[config.mk]
export PLATFORM = sky130hd
export DESIGN_NAME = fir_cell
export DESIGN_NICKNAME = d
export VERILOG_FILES = /design/src/rtl/fir_pkg.sv /design/src/rtl/fir_cell.sv
export SDC_FILE = /design/constraint.sdc
export NUM_CORES = 1
export LEC_CHECK = 0
export BUFFER_PORTS_ARGS = -buffer_cell sky130_fd_sc_hd__buf_2
export CAP_MARGIN = 20
export CORE_MARGIN = 3
export CORE_UTILIZATION = 44
export DETAILED_ROUTE_END_ITERATION = 10
export PLACE_DENSITY = 0.83
export REMOVE_ABC_BUFFERS = 1
export SYNTH_ARGS = -nofsm -noshare
export SYNTH_HDL_FRONTEND = slang
export SYNTH_SLANG_ARGS = --single-unit
[constraint.sdc]
create_clock -name clk -period 2.34 [get_ports clk]
set_input_delay 0.117 -clock clk [delete_from_list [all_inputs] [get_ports clk]]
set_output_delay 0.117 -clock clk [all_outputs]
set_load 0.005 [all_outputs]
[src/rtl/fir_pkg.sv]
// fir_pkg: shared types and constants for the fir_filter block
// used by fir_cell, fir_mac and fir_filter; depends on nothing else
package fir_pkg;

  // field widths of the input and result words
  localparam int SAMPLE_W    = 16;
  localparam int COEF_W      = 16;
  localparam int COEF_IDX_W  = 7;
  localparam int PROD_W      = SAMPLE_W + COEF_W;
  localparam int ACC_W       = 40;
  localparam int FRAC_BITS   = 15;
  localparam int QUOT_W      = ACC_W - FRAC_BITS;
  // wide enough to hold any tap number up to the largest tap count
  localparam int TAP_ID_W    = 9;

  // operation codes carried in the op field
  localparam logic OP_FILTER = 1'b0;
  localparam logic OP_COEF   = 1'b1;

  // sequencer states
  typedef enum logic [1:0] {
    ST_IDLE,
    ST_RUN,
    ST_DRAIN,
    ST_FIN
  } state_t;

  // control shared by every cell of the ring
  typedef struct packed {
    logic push;    // shift delay line by one, new sample into cell 0
    logic rotate;  // rotate sample and coefficient one cell toward cell 0
  } cell_ctrl_t;

  // control of the multiply-accumulate unit
  typedef struct packed {
    logic clear;   // zero the accumulator
    logic mul_en;  // take a product of the head cell this cycle
  } mac_ctrl_t;

endpackage

[src/rtl/fir_cell.sv]
// fir_cell: one tap of the ring, holding a delayed sample and its coefficient
// depends on fir_pkg
module fir_cell (
  input  logic                                clk,
  input  logic                                rst_n,
  input  fir_pkg::cell_ctrl_t                 ctrl,
  input  logic                                coef_we,
  input  logic signed [fir_pkg::COEF_W-1:0]   coef_wdata,
  input  logic signed [fir_pkg::SAMPLE_W-1:0] push_sample,
  input  logic signed [fir_pkg::SAMPLE_W-1:0] rot_sample,
  input  logic signed [fir_pkg::COEF_W-1:0]   rot_coef,
  output logic signed [fir_pkg::SAMPLE_W-1:0] sample_o,
  output logic signed [fir_pkg::COEF_W-1:0]   coef_o
);

  logic signed [fir_pkg::SAMPLE_W-1:0] sample_r, sample_nxt;
  logic signed [fir_pkg::COEF_W-1:0]   coef_r, coef_nxt;

  // next contents: push moves samples only, rotate moves both, else coef write
  always_comb begin
    sample_nxt = sample_r;
    coef_nxt   = coef_r;
    if (ctrl.push) begin
      sample_nxt = push_sample;
    end else if (ctrl.rotate) begin
      sample_nxt = rot_sample;
      coef_nxt   = rot_coef;
    end else if (coef_we) begin
      coef_nxt = coef_wdata;
    end
  end

  // cell storage, cleared at reset
  always_ff @(posedge clk) begin
    if (!rst_n) begin
      sample_r <= '0;
      coef_r   <= '0;
    end else begin
      sample_r <= sample_nxt;
      coef_r   <= coef_nxt;
    end
  end

  assign sample_o = sample_r;
  assign coef_o   = coef_r;

endmodule

Yosys cells after proc, flatten, opt, wreduce, memory -nomap -nowiden
Cells that the tools add are included.
Word-level totals
  register bits: 32
  input bits: 69
  output and inout port bits: 32
  word-level logic and storage cells: 10
Cells by class
  mux-type cells: 4
  bitwise gates (word level): 1
  reduce and logical (&&, ||, !) cells: 3
Operator list (number)
  16-bit 2-to-1 mux: 4
  2-bit nonzero test: 2
  2-bit AND reduction: 1
  1-bit inverter: 1

Logic depth before layout (Yosys ltp)
  depth after elaboration: 2
  mapped depth: 5
  gate-level depth less buffers: 3

Worst setup path after synthesis
No wires, ideal clock.
  kind: input -> register
  start point: in ctrl[0] (netlist name)
  end point: reg coef_r (netlist bit coef_o[10])
  library setup time: 122 ps
  arrival time: 715 ps
  data required time: 2218 ps
  path slack: 1503 ps
  stages: 4
  buffers on the path: 2
  path through: buf_6 -> o211ai_4 -> buf_6 -> o21ai_1
Between the ends
  cells in the longest elaborated chain, start to end: 2
  elaborated cells on any way between the ends: 3
  those cells by class: mux (1); reduce/logical (2)
RTL lines
  start, declared: RTL line fir_cell.sv:6  | input fir_pkg::cell_ctrl_t ctrl,
  2-bit nonzero test (no source line)
  2-bit AND reduction (no source line)
  end signal, assigned: RTL line fir_cell.sv:40  | coef_r <= coef_nxt;
  end, declared: RTL line fir_cell.sv:17  | logic signed [fir_pkg::COEF_W-1:0] coef_r, coef_nxt;
Parallel ways exist; a longest one is shown, timed or not.
A chain may end at the register's enable or synchronous reset.

Final worst setup path
  start point: in ctrl[0] (netlist name)
  end point: reg coef_r (netlist bit coef_o[1])
Same word-level chain as after synthesis.

==> results.json <==
{
  "critPathTopFamily": "buffers and inverters",
  "post_cts.repair.setup_buffers": 0,
  "clock-sinks": 32,
  "cp-end-kind": "flip-flop",
  "synthSimpleGateAreaFrac": 0.0133,
  "timing.max_cap.violations": 0,
  "first_global_vias": 1385,
  "synth-seq-area-share": 0.426,
  "hold_depth": 3,
  "grt_overflow_total": 0,
  "maxClockFrequency_mhz": 1070,
  "setup_viol": 0,
  "final_net_count": 309,
  "clock_tree.root_cell": "sky130_fd_sc_hd__clkbuf_4",
  "reg2regPathDepth": 2,
  "final_core_util": 0.634,
  "finalCriticalPeriod_ns": 0.937,
  "clkTransAtPathRegs_ns": 0.10,
  "num_vias": 1457,
  "synth.distinct_cells": 15,
  "worst_min_delay_path_category": "input port to flip-flop",
  "die_h_um": 64.4,
  "rsz0062_at_grt": "no",
  "worst-path-stages": 4,
  "synth_compound_gate_area_share": 0.254,
  "diodes": 0,
  "vias_per_cell": 5.11,
  "synth_top_area_frac": 0.426,
  "totalNegativeSetupSlack_ns": 0,
  "async_flop_share": 0,
  "post_synth_xor_area_fraction": 0,
  "cp_data_required_time_ns": 2.54,
  "floorplan.rows": 20,
  "yosysTopAreaCell": "sky130_fd_sc_hd__dfxtp_1",
  "total_power_w": 0.00114,
  "initial_utilization": 0.477,
  "die-width_um": 64.4,
  "grt_first_pass_wirelength_um": 5910,
  "synth_mux_area_frac": 0.213,
  "leakagePower_nw": 1.02,
  "relative_slew_margins": 0.640,
  "rr_startpoint": "sample_o[2]",
  "synth_adder_area_share": 0,
  "ios": 101,
  "hold_start": "coef_wdata[13]",
  "cts_htree_levels": 2,
  "grt_use_total": 0.180,
  "floorplan.core_area_um2": 3150,
  "clock_path_buffers": 2,
  "cp.buffers_inverters": 2,
  "post_cts.resized_instances": 0,
  "peakVddDrop_mv": 0.310,
  "final.period_utilization": 0.400,
  "yosys_warnings": 0,
  "worst_ep_arrival_time_ns": 1.14,
  "cts_hold_buf": 0,
  "die_area_um2": 4150,
  "worst_path_largest_cell_delay_ns": 0.40,
  "timing.critical_path.fanout_max": 15,
  "synthFlopType": "sky130_fd_sc_hd__dfxtp_1",
  "post_route_cells_drive_above_1_share": 0.461,
  "clock_latency_ns": 0.31,
  "cellPowerDensity_nw_per_um2": 570,
  "synth_area_per_cell_um2": 10.4,
  "hpwlAfterDp_um": 2770,
  "drtPass1Iterations": 4,
  "grt_max_degree": 34,
  "drt_iter0_markers": 73,
  "drt_wl_total_um": 3720,
  "area_growth_syn_to_layout_pct": 33.0,
  "outcome": "completed",
  "cell_area_after_synthesis_um2": 1500,
  "total_of_flip_flops_plus_latches_after_synthesis": 32,
  "main_combinational_cell_family_by_area_after_synthesis": "compound AO/OA/AOI/OAI gates",
  "setup.worst_path.class": "input port to flip-flop",
  "route.antenna.remaining_nets": 0,
  "cts_tree": "built",
  "io_buffer_count": 100,
  "drc_violations_left": 0,
  "synth_edf_count": 0,
  "tightestPinTransition_ns": 0.540,
  "final.setup_skew_ns": 0,
  "routed_wire_length_per_instance_um": 13.1,
  "ys_top_cells_by_area": "sky130_fd_sc_hd__dfxtp_1 43%, sky130_fd_sc_hd__mux2i_1 21%, sky130_fd_sc_hd__o211ai_1 8.0%",
  "syn_inst": 145,
  "crit_path_cell_trace": "buf_2 > buf_4 > mux2i_1 > o21ai_1",
  "antenna_violations_before_repair": 0,
  "cts-buffers-inserted": 5,
  "gp_congestion": 0.742,
  "setup.worst_path.start_class": "input port",
  "slowest_stage": "sky130_fd_sc_hd__buf_2",
  "maxSlewViolCount": 0,
  "report.final.hold_viol_count": 0,
  "startpoint": "ctrl[0]",
  "synth_common_cells": "32 x sky130_fd_sc_hd__dfxtp_1, 32 x sky130_fd_sc_hd__mux2i_1, 17 x sky130_fd_sc_hd__o21ai_0"
}
## cell usage in the layout (no fill, tap or decap)
| cell | count |
|---|---|
| sky130_fd_sc_hd__mux2i_1 | 32 |
| sky130_fd_sc_hd__o211ai_1 | 16 |
| sky130_fd_sc_hd__dfxtp_1 | 32 |
| sky130_fd_sc_hd__o21ai_0 | 17 |
| sky130_fd_sc_hd__o211ai_4 | 1 |
| sky130_fd_sc_hd__a21oi_1 | 16 |
| sky130_fd_sc_hd__inv_4 | 1 |
| sky130_fd_sc_hd__clkbuf_1 | 2 |
| sky130_fd_sc_hd__o21ai_1 | 15 |
| sky130_fd_sc_hd__clkbuf_4 | 5 |
| sky130_fd_sc_hd__buf_2 | 100 |
| sky130_fd_sc_hd__nor2_8 | 1 |
| sky130_fd_sc_hd__clkbuf_8 | 1 |
| sky130_fd_sc_hd__buf_4 | 2 |
## report_power, final
part / internal (W) / total (W) / switching, W
logic: 0.000112 / 0.000216 / 0.000104
clock network: 0.000148 / 0.000320 / 0.000172
registers: 0.000584 / 0.000603 / 0.0000189
## worst reg2reg max path, cell delays in order, from the launching register on
cell,delay (ns)
sky130_fd_sc_hd__dfxtp_1,0.32
sky130_fd_sc_hd__mux2i_1,0.14
sky130_fd_sc_hd__a21oi_1,0.08
## flip-flops by register name (all words and copies together) (netlist names)
register  count
coef_o       16
sample_o     16
## kinds of logic after synthesis
family                 count (synthesis)
AOI/OAI and AO/OA                     65
and+or+nand+nor                        1
buffers and inverters                 15
muxes                                 32
DFF                                   32
## layer usage
layer | vias up | GRT usage | routed length (um) | part of all wire
met4 | 0 | 0.0554 | 44 | 0.012
met5 | - | 0 | 0 | 0
met2 | 58 | 0.334 | 1990 | 0.53
met1 | 663 | 0.192 | 1450 | 0.39
li1 | 731 | - | - | -
met3 | 5 | 0.0589 | 243 | 0.065
## final cells by class
cell class	count	area, um^2
fillers	305	1150
multi-input cells	98	722
flip-flops and latches	32	641
repair buffers	102	515
clock buffers	8	58.8
well taps	44	55.1
inverters	1	6.26
## path summary, 6_finish.rpt
path / end / slack (ns)
setup / recovery: coef_o[1] / 1.40
hold / removal: coef_o[13] / 0.05
setup reg to reg: sample_o[2] / 1.69
hold reg to reg: coef_o[2] / 0.48
## through the flow
step	setup slack (ns)	std cells	instance area [um^2]	hold WS, ns
CTS	1.39	285	2000	0.0446
global route	1.34	285	2000	0.0448
global placement	1.06	277	1940	0.382
detailed placement	1.03	277	1940	0.390
floorplan	1.65	131	1370	0.255
finish	1.40	285	2000	0.0525
Power figures use the tool's default switching activity.
