--- src/rtl/fir_pkg.sv ---
// fir_pkg: shared types and constants for the fir_filter block
// used by fir_cell, fir_mac and fir_filter; depends on nothing else
package fir_pkg;

  // field widths of the input and result words
  localparam int SAMPLE_W    = 16;
  localparam int COEF_W      = 16;
  localparam int COEF_IDX_W  = 7;
  localparam int PROD_W      = SAMPLE_W + COEF_W;
  localparam int ACC_W       = 40;
  localparam int FRAC_BITS   = 15;
  localparam int QUOT_W      = ACC_W - FRAC_BITS;
  // wide enough to hold any tap number up to the largest tap count
  localparam int TAP_ID_W    = 9;

  // operation codes carried in the op field
  localparam logic OP_FILTER = 1'b0;
  localparam logic OP_COEF   = 1'b1;

  // sequencer states
  typedef enum logic [1:0] {
    ST_IDLE,
    ST_RUN,
    ST_DRAIN,
    ST_FIN
  } state_t;

  // control shared by every cell of the ring
  typedef struct packed {
    logic push;    // shift delay line by one, new sample into cell 0
    logic rotate;  // rotate sample and coefficient one cell toward cell 0
  } cell_ctrl_t;

  // control of the multiply-accumulate unit
  typedef struct packed {
    logic clear;   // zero the accumulator
    logic mul_en;  // take a product of the head cell this cycle
  } mac_ctrl_t;

endpackage

--- src/rtl/fir_mac.sv ---
// fir_mac: registered multiplier, 40-bit accumulator and output scaling
// depends on fir_pkg
module fir_mac (
  input  logic                                clk,
  input  logic                                rst_n,
  input  fir_pkg::mac_ctrl_t                  ctrl,
  input  logic signed [fir_pkg::SAMPLE_W-1:0] sample,
  input  logic signed [fir_pkg::COEF_W-1:0]   coef,
  output logic signed [fir_pkg::SAMPLE_W-1:0] result,
  output logic                                sat
);

  localparam logic signed [fir_pkg::QUOT_W-1:0] Q_MAX =
    fir_pkg::QUOT_W'(32767);
  localparam logic signed [fir_pkg::QUOT_W-1:0] Q_MIN =
    -fir_pkg::QUOT_W'(32768);
  localparam logic signed [fir_pkg::ACC_W-1:0] BIAS =
    fir_pkg::ACC_W'((1 << fir_pkg::FRAC_BITS) - 1);

  logic signed [fir_pkg::PROD_W-1:0] prod_r;
  logic                              prod_vld_r;
  logic signed [fir_pkg::ACC_W-1:0]  acc_r, acc_nxt;
  logic signed [fir_pkg::ACC_W-1:0]  rnd;
  logic signed [fir_pkg::QUOT_W-1:0] quot;

  // product stage
  always_ff @(posedge clk) begin
    if (ctrl.mul_en) begin
      prod_r <= sample * coef;
    end
  end

  always_ff @(posedge clk) begin
    if (!rst_n) begin
      prod_vld_r <= 1'b0;
    end else begin
      prod_vld_r <= ctrl.mul_en;
    end
  end

  // accumulate stage
  always_comb begin
    acc_nxt = acc_r;
    if (ctrl.clear) begin
      acc_nxt = '0;
    end else if (prod_vld_r) begin
      acc_nxt = acc_r + fir_pkg::ACC_W'(prod_r);
    end
  end

  always_ff @(posedge clk) begin
    acc_r <= acc_nxt;
  end

  // shift by 15 toward zero: bias negative sums before the arithmetic shift
  always_comb begin
    rnd  = acc_r + (acc_r[fir_pkg::ACC_W-1] ? BIAS : '0);
    quot = fir_pkg::QUOT_W'(rnd >>> fir_pkg::FRAC_BITS);
  end

  // clip to 16 bits
  always_comb begin
    sat    = 1'b0;
    result = fir_pkg::SAMPLE_W'(quot);
    if (quot > Q_MAX) begin
      sat    = 1'b1;
      result = fir_pkg::SAMPLE_W'(Q_MAX);
    end else if (quot < Q_MIN) begin
      sat    = 1'b1;
      result = fir_pkg::SAMPLE_W'(Q_MIN);
    end
  end

endmodule

--- config.mk ---
export PLATFORM = sky130hd
export DESIGN_NAME = fir_mac
export DESIGN_NICKNAME = d
export VERILOG_FILES = /design/src/rtl/fir_pkg.sv /design/src/rtl/fir_mac.sv
export SDC_FILE = /design/constraint.sdc
export NUM_CORES = 1
export LEC_CHECK = 0
export ABC_AREA = 1
export BUFFER_PORTS_ARGS = -buffer_cell sky130_fd_sc_hd__buf_2
export CAP_MARGIN = 40
export CORE_MARGIN = 2
export CORE_UTILIZATION = 35
export CTS_BUF_LIST = sky130_fd_sc_hd__clkbuf_8
export CTS_CLUSTER_DIAMETER = 200
export DETAILED_ROUTE_END_ITERATION = 8
export PLACE_DENSITY = 0.59
export SYNTH_ARGS = -nofsm -noshare
export SYNTH_HDL_FRONTEND = slang
export SYNTH_SLANG_ARGS = --single-unit
--- constraint.sdc ---
create_clock -name clk -period 5.71 [get_ports clk]
set_clock_uncertainty 0.05 [all_clocks]
set_input_delay 0.571 -clock clk [delete_from_list [all_inputs] [get_ports clk]]
set_output_delay 0.571 -clock clk [all_outputs]
set_load 0.01 [all_outputs]
After elaboration in Yosys (flattened, before gate mapping)
Index checks and enable logic that the tools add are counted.
{"block": "word_totals", "register_bits": 73, "in_bits": 36, "output_inout_bits": 17}
{"block": "op_classes", "addsub": 2, "mul": 1, "n_lt_le_gt_ge": 2, "muxes": 5}
{"operator": "$add A40 B15 Y40", "count": 1}
{"operator": "$add A40 B32 Y40", "count": 1}
{"operator": "$mul A16 B16 Y32", "count": 1}
{"operator": "$mux W16", "count": 2}
{"operator": "$gt A25 B16 Y1 const B", "count": 1}
{"operator": "$lt A25 B16 Y1 const B", "count": 1}
{"operator": "$mux W15", "count": 1}
{"operator": "$mux W1", "count": 2}

Depth between registers and ports, before layout
{"block": "logic_depth", "ltp_word": 5, "mapped_depth": 27, "depth_no_buf": 25}

Worst setup path before layout
Ideal clock, no wire load.
{"block": "synth_path", "path_kind": "input port to flip-flop", "from": "input coef[5] in the netlist's numbering", "to": "register prod_r[31] in the netlist's numbering (data pin)", "setup_time_ns": 0.262, "arrival_ns": 5.728, "required_time_ns": 5.398, "path_slack_ns": -0.330, "cell_stages": 23, "n_path_buf": 2, "path_cell_list": "clkbuf_1 clkbuf_1 nand2_1 fa_1 inv_1 fa_1 inv_1 fa_1 fa_1 fa_1 fa_1 inv_1 ha_1 nand2_1 nor2_1 nand2_1 nor3_1 nand2_1 nand3_1 nand2_1 nand2_1 a21oi_1 xor2_1"}
{"block": "synth_between", "elab_chain_cells": 1}
{"element": "from (decl)", "line": "fir_mac.sv:8", "rtl": "input logic signed [fir_pkg::COEF_W-1:0] coef,"}
{"element": "$mul A16 B16 Y32", "line": "fir_mac.sv:29", "rtl": "prod_r <= sample * coef;"}
{"element": "to (signal assigned)", "line": "fir_mac.sv:29"}
{"element": "to (decl)", "line": "fir_mac.sv:20", "rtl": "logic signed [fir_pkg::PROD_W-1:0] prod_r;"}
No other way between the ends.
A chain may end at the register's enable or synchronous reset.

Worst setup path after layout
{"block": "layout_path", "from": "input coef[2] in the netlist's numbering", "to": "register prod_r[30] in the netlist's numbering (data pin)"}
Same word-level chain as after synthesis.

==> flow_results.org <==
** Run status
- The run finished with clean final reports.

** Detailed routing
- Met3 routed wirelength :: 1.45 mm
- Across all layers, the routed design uses 14500 vias.
- For this run, the detailed router's first-pass iteration total came to 5.
- Met2 wire length :: 21.4 mm
- Antenna-violating nets left :: 0
- Drt total wl :: 43.8 mm
- Via count normalized by instance count :: 4.65
- In the routed design, unresolved DRC markers number 0.
- Top routing layer in use :: met4
- Met1 wire length :: 20.1 mm
- Number of violations reported at the end of detailed-routing iteration 0 :: 725
- Routed wire length per instance :: 14.0 um

** Global routing
- Via count of the first global-routing pass :: 15300
- GRT Resource Usage Total :: 0.184
- Wire length of the first global-routing pass :: 74.7 mm
- Global routing finished with a remaining overflow of 0.
- Entering global routing, the biggest net connects 45 pins.
- Number of antenna violations at the first check in global routing :: 0

** Floorplan
- 53 I/O pins were placed.
- The initialized floorplan defines 80 standard-cell rows.
- The initial utilization of the core area, before any placement, comes to 0.353.
- Die Span X :: 223 um
- Placeable core area :: 47600 um2
- Measured along the y axis, the die boundary spans 223 um.
- The die covers 49900 um2.

** Yosys
- Synthesized-area fraction occupied by xor and xnor cells :: 0.0334
- By area, the combinational part of the netlist is dominated by adder cells.
- Post-synth top area cell :: sky130_fd_sc_hd__fa_1
- For this run, the register share of the synthesized area comes to 0.106.
- Average footprint of a synthesized cell :: 7.15 um2
- Counting every instance in the synthesized netlist gives 2354.
- Post-synthesis cell area :: 16800 um2
- In the post-synthesis netlist, the cell with the most instances is sky130_fd_sc_hd__inv_1.
- By area the synthesized netlist is led by sky130_fd_sc_hd__fa_1, sky130_fd_sc_hd__inv_1, sky130_fd_sc_hd__nand2_1, sky130_fd_sc_hd__ha_1, sky130_fd_sc_hd__edfxtp_1.
- The share of synthesized area in the top cell type comes to 0.313.
- Most frequent cells after synthesis :: sky130_fd_sc_hd__inv_1, sky130_fd_sc_hd__nand2_1, sky130_fd_sc_hd__fa_1, sky130_fd_sc_hd__nor2_1, sky130_fd_sc_hd__ha_1
- During synthesis, Yosys emitted a total of 0 warnings.
- Share of synthesized area spent on multiplexers :: 0
- The synthesized design contains 73 register bits.
- For this run, asynchronously set or reset flops after synthesis account for 0.
- Adder and majority gate portion of the synthesized area :: 0.413
- The share of the synthesized area in compound gates (AO/OA/AOI/OAI) came to 0.0768.
- In this run, synthesis inferred 32 flip-flops with an integrated enable.
- Synthesized Nets :: 2788
- In this run, distinct cell masters in the synthesized netlist total 44.
- Most frequently used flop master after synthesis :: sky130_fd_sc_hd__dfxtp_1
- Simple-gate share of the synthesized area :: 0.214

** STA
- The worst pin sits at a relative slew slack of 0.451.
- Slew at the pin closest to its max-slew limit :: 823 ps
- Setup violations remaining at the end of the flow were counted as 0.
- Min Tclk post-route :: 5560 ps
- Final-report max-slew violation count :: 0
- Of the available clock period, the critical path in the final layout requires 0.974.
- Maximum operating frequency :: 180 MHz
- The final count of hold timing violations was 0.

** Placement
- In this run the tool buffered the top-level ports with 52 buffer cells.
- GP Congestion :: 0.900
- The wire-length estimate of the detail-placed layout is 38.7 mm.

** Worst setup path
- For the worst setup path, the data required time is 5790 ps.
- Worst Setup End Kind :: flop
- Walking the worst path, the cells encountered are clkbuf_4, nand2_1, inv_1, fa_2, buf_4, fa_1, fa_1, fa_1, fa_1, inv_1, fa_1, inv_1, ha_1, a21o_1, a21oi_1, o21ai_0, a221oi_1, nand2_1, xor2_1.
- Slowest library cell on the worst path :: sky130_fd_sc_hd__fa_2
- Cell mode on critical path :: sky130_fd_sc_hd__fa_1
- The worst setup path is of the primary input to flop kind.
- In this run the critical register-to-register path is launched from acc_r[0].
- STA puts the critical path data arrival time at 5640 ps.
- Highest fanout seen on the critical path :: 9
- Broken down by cell family, the worst path's largest delay share belongs to adder cells.
- For this run, the slowest stage of the critical path takes 600 ps.
- Buffering stage count on the worst path with inverters included :: 5
- STA classifies the critical path startpoint as a primary input.
- CP startpoint :: coef[2]

** Clock network
- Insertion delay of the later-clocked pin in the worst-skew pair :: 380 ps
- The H-tree was split into 3 levels.
- CTS saw 73 sinks.
- Clk slew on worst S/H paths :: 80 ps
- The cell sitting at the root of the clock tree is a sky130_fd_sc_hd__clkbuf_8.
- TritonCTS created 9 clock buffers.
- CTS Buffer Depth :: 2
- Hold-fix buffers, CTS :: 0
- TritonCTS built the clock tree.

** Layout
- # diodes :: 0
- Layout overhead on the synthesized area :: 15.2%
- For this run, the share of the core covered by cells in the final layout is 0.407.
- Counting the fill cells in the layout gives 4984.
- Footprint of the multi-input gates :: 12700 um2
- Of the cells placed in the final design, the portion with a size suffix greater than 1 is 0.122.
- Across the whole layout, storage elements account for 1780 um2.
- In the final design database the tool counted 2942 nets.

** Hold path
- The startpoint identified for the worst hold timing path is rst_n.
- The path class of the tightest hold or removal check is primary input to flop.

** Job
- Across the run, the number of max-cap violations was 0.
-- logic make-up (layout without fill, tap and decap cells) --
kind of cell / Yosys count / count (layout)
compound gates: 237 / 237
xor+xnor: 62 / 62
fa+ha+maj: 398 / 398
buf+inv: 699 / 858
flops: 73 / 73
simple gates: 885 / 885
-- per-layer routing --
| layer | vias up | global-route usage |
|---|---|---|
| met2 | 261 | 0.330 |
| met5 | - | 0 |
| li1 | 7273 | - |
| met1 | 6959 | 0.239 |
| met4 | 0 | 0.0469 |
| met3 | 51 | 0.0124 |
-- stage by stage --
step           setup slack [ps]  cell area [um2]  hold WS [ps]  std cells  TNS [ps]
3_3_place_gp               -341            18900           489       3107     -2470
2_1_floorplan             -24.3            17100           431       2354     -48.3
6_report                    148            19400           324       3128         0
5_1_grt                   -12.8            19400           365       3128     -39.2
4_1_cts                    13.2            19200           313       3123         0
3_5_place_dp               -397            18900           514       3107     -3570
-- placed cells by master (no fill, tap or decap), types with 3 or more instances in the layout --
| cell | count |
|---|---|
| sky130_fd_sc_hd__nor2_1 | 173 |
| sky130_fd_sc_hd__xnor2_1 | 22 |
| sky130_fd_sc_hd__buf_4 | 168 |
| sky130_fd_sc_hd__inv_1 | 617 |
| sky130_fd_sc_hd__o221ai_1 | 3 |
| sky130_fd_sc_hd__nand2_2 | 16 |
| sky130_fd_sc_hd__ha_4 | 10 |
| sky130_fd_sc_hd__nor3_4 | 3 |
| sky130_fd_sc_hd__or2_2 | 3 |
| sky130_fd_sc_hd__bufinv_16 | 3 |
| sky130_fd_sc_hd__inv_2 | 7 |
| sky130_fd_sc_hd__a21o_1 | 13 |
| sky130_fd_sc_hd__buf_2 | 35 |
| sky130_fd_sc_hd__fa_1 | 259 |
| sky130_fd_sc_hd__nand3_2 | 5 |
| sky130_fd_sc_hd__nand2_1 | 571 |
| sky130_fd_sc_hd__a21oi_1 | 105 |
| sky130_fd_sc_hd__a31oi_1 | 6 |
| sky130_fd_sc_hd__nor3_1 | 16 |
| sky130_fd_sc_hd__clkbuf_8 | 9 |
| sky130_fd_sc_hd__edfxtp_1 | 32 |
| sky130_fd_sc_hd__fa_2 | 4 |
| sky130_fd_sc_hd__nand2_4 | 3 |
| sky130_fd_sc_hd__nand4_1 | 15 |
| sky130_fd_sc_hd__ha_1 | 125 |
| sky130_fd_sc_hd__a21oi_2 | 6 |
| sky130_fd_sc_hd__a21boi_0 | 3 |
| sky130_fd_sc_hd__o21ai_1 | 4 |
| sky130_fd_sc_hd__o21ai_0 | 77 |
| sky130_fd_sc_hd__xor2_1 | 39 |
| sky130_fd_sc_hd__o21bai_1 | 8 |
| sky130_fd_sc_hd__dfxtp_1 | 41 |
| sky130_fd_sc_hd__nand3_1 | 65 |
| sky130_fd_sc_hd__clkbuf_4 | 10 |
| sky130_fd_sc_hd__nor2_2 | 5 |
| sky130_fd_sc_hd__buf_12 | 3 |
-- path summary, 6_finish.rpt --
path,endpoint,slack (ps),cells past startpoint
setup / recovery,prod_r[30],150,19
hold / removal,prod_vld_r,320,3
setup reg to reg,acc_r[38],2440,15
hold reg to reg,acc_r[1],530,2
-- registers in the layout, summed over array words and instances (netlist names) --
register    cells
prod_vld_r      1
acc_r          40
prod_r         32
-- what timing repair did --
item,4_1_cts,5_1_grt
buffers inserted,0,5
endpoints found under the hold margin,0,0
resized for setup,0,56
endpoints found under the setup margin,0,14
-- tightest hold or removal path: cells and delay by family --
kind	cells	cell delay (ps)
buffers and inverters	2	120
AND/OR/NAND/NOR	1	40
-- layout make-up --
cell class                 instances  area share
clock inverter                     7     0.00613
clock buffer                       9     0.00639
timing repair buffer             218      0.0822
tap                              615      0.0397
inverter                         624       0.121
multi-input combinational       1582       0.653
sequential                        73      0.0919
Power is left out: the tool's default activity adds up to more than one toggle a clock period on the data nets, which glitch-free logic cannot reach.
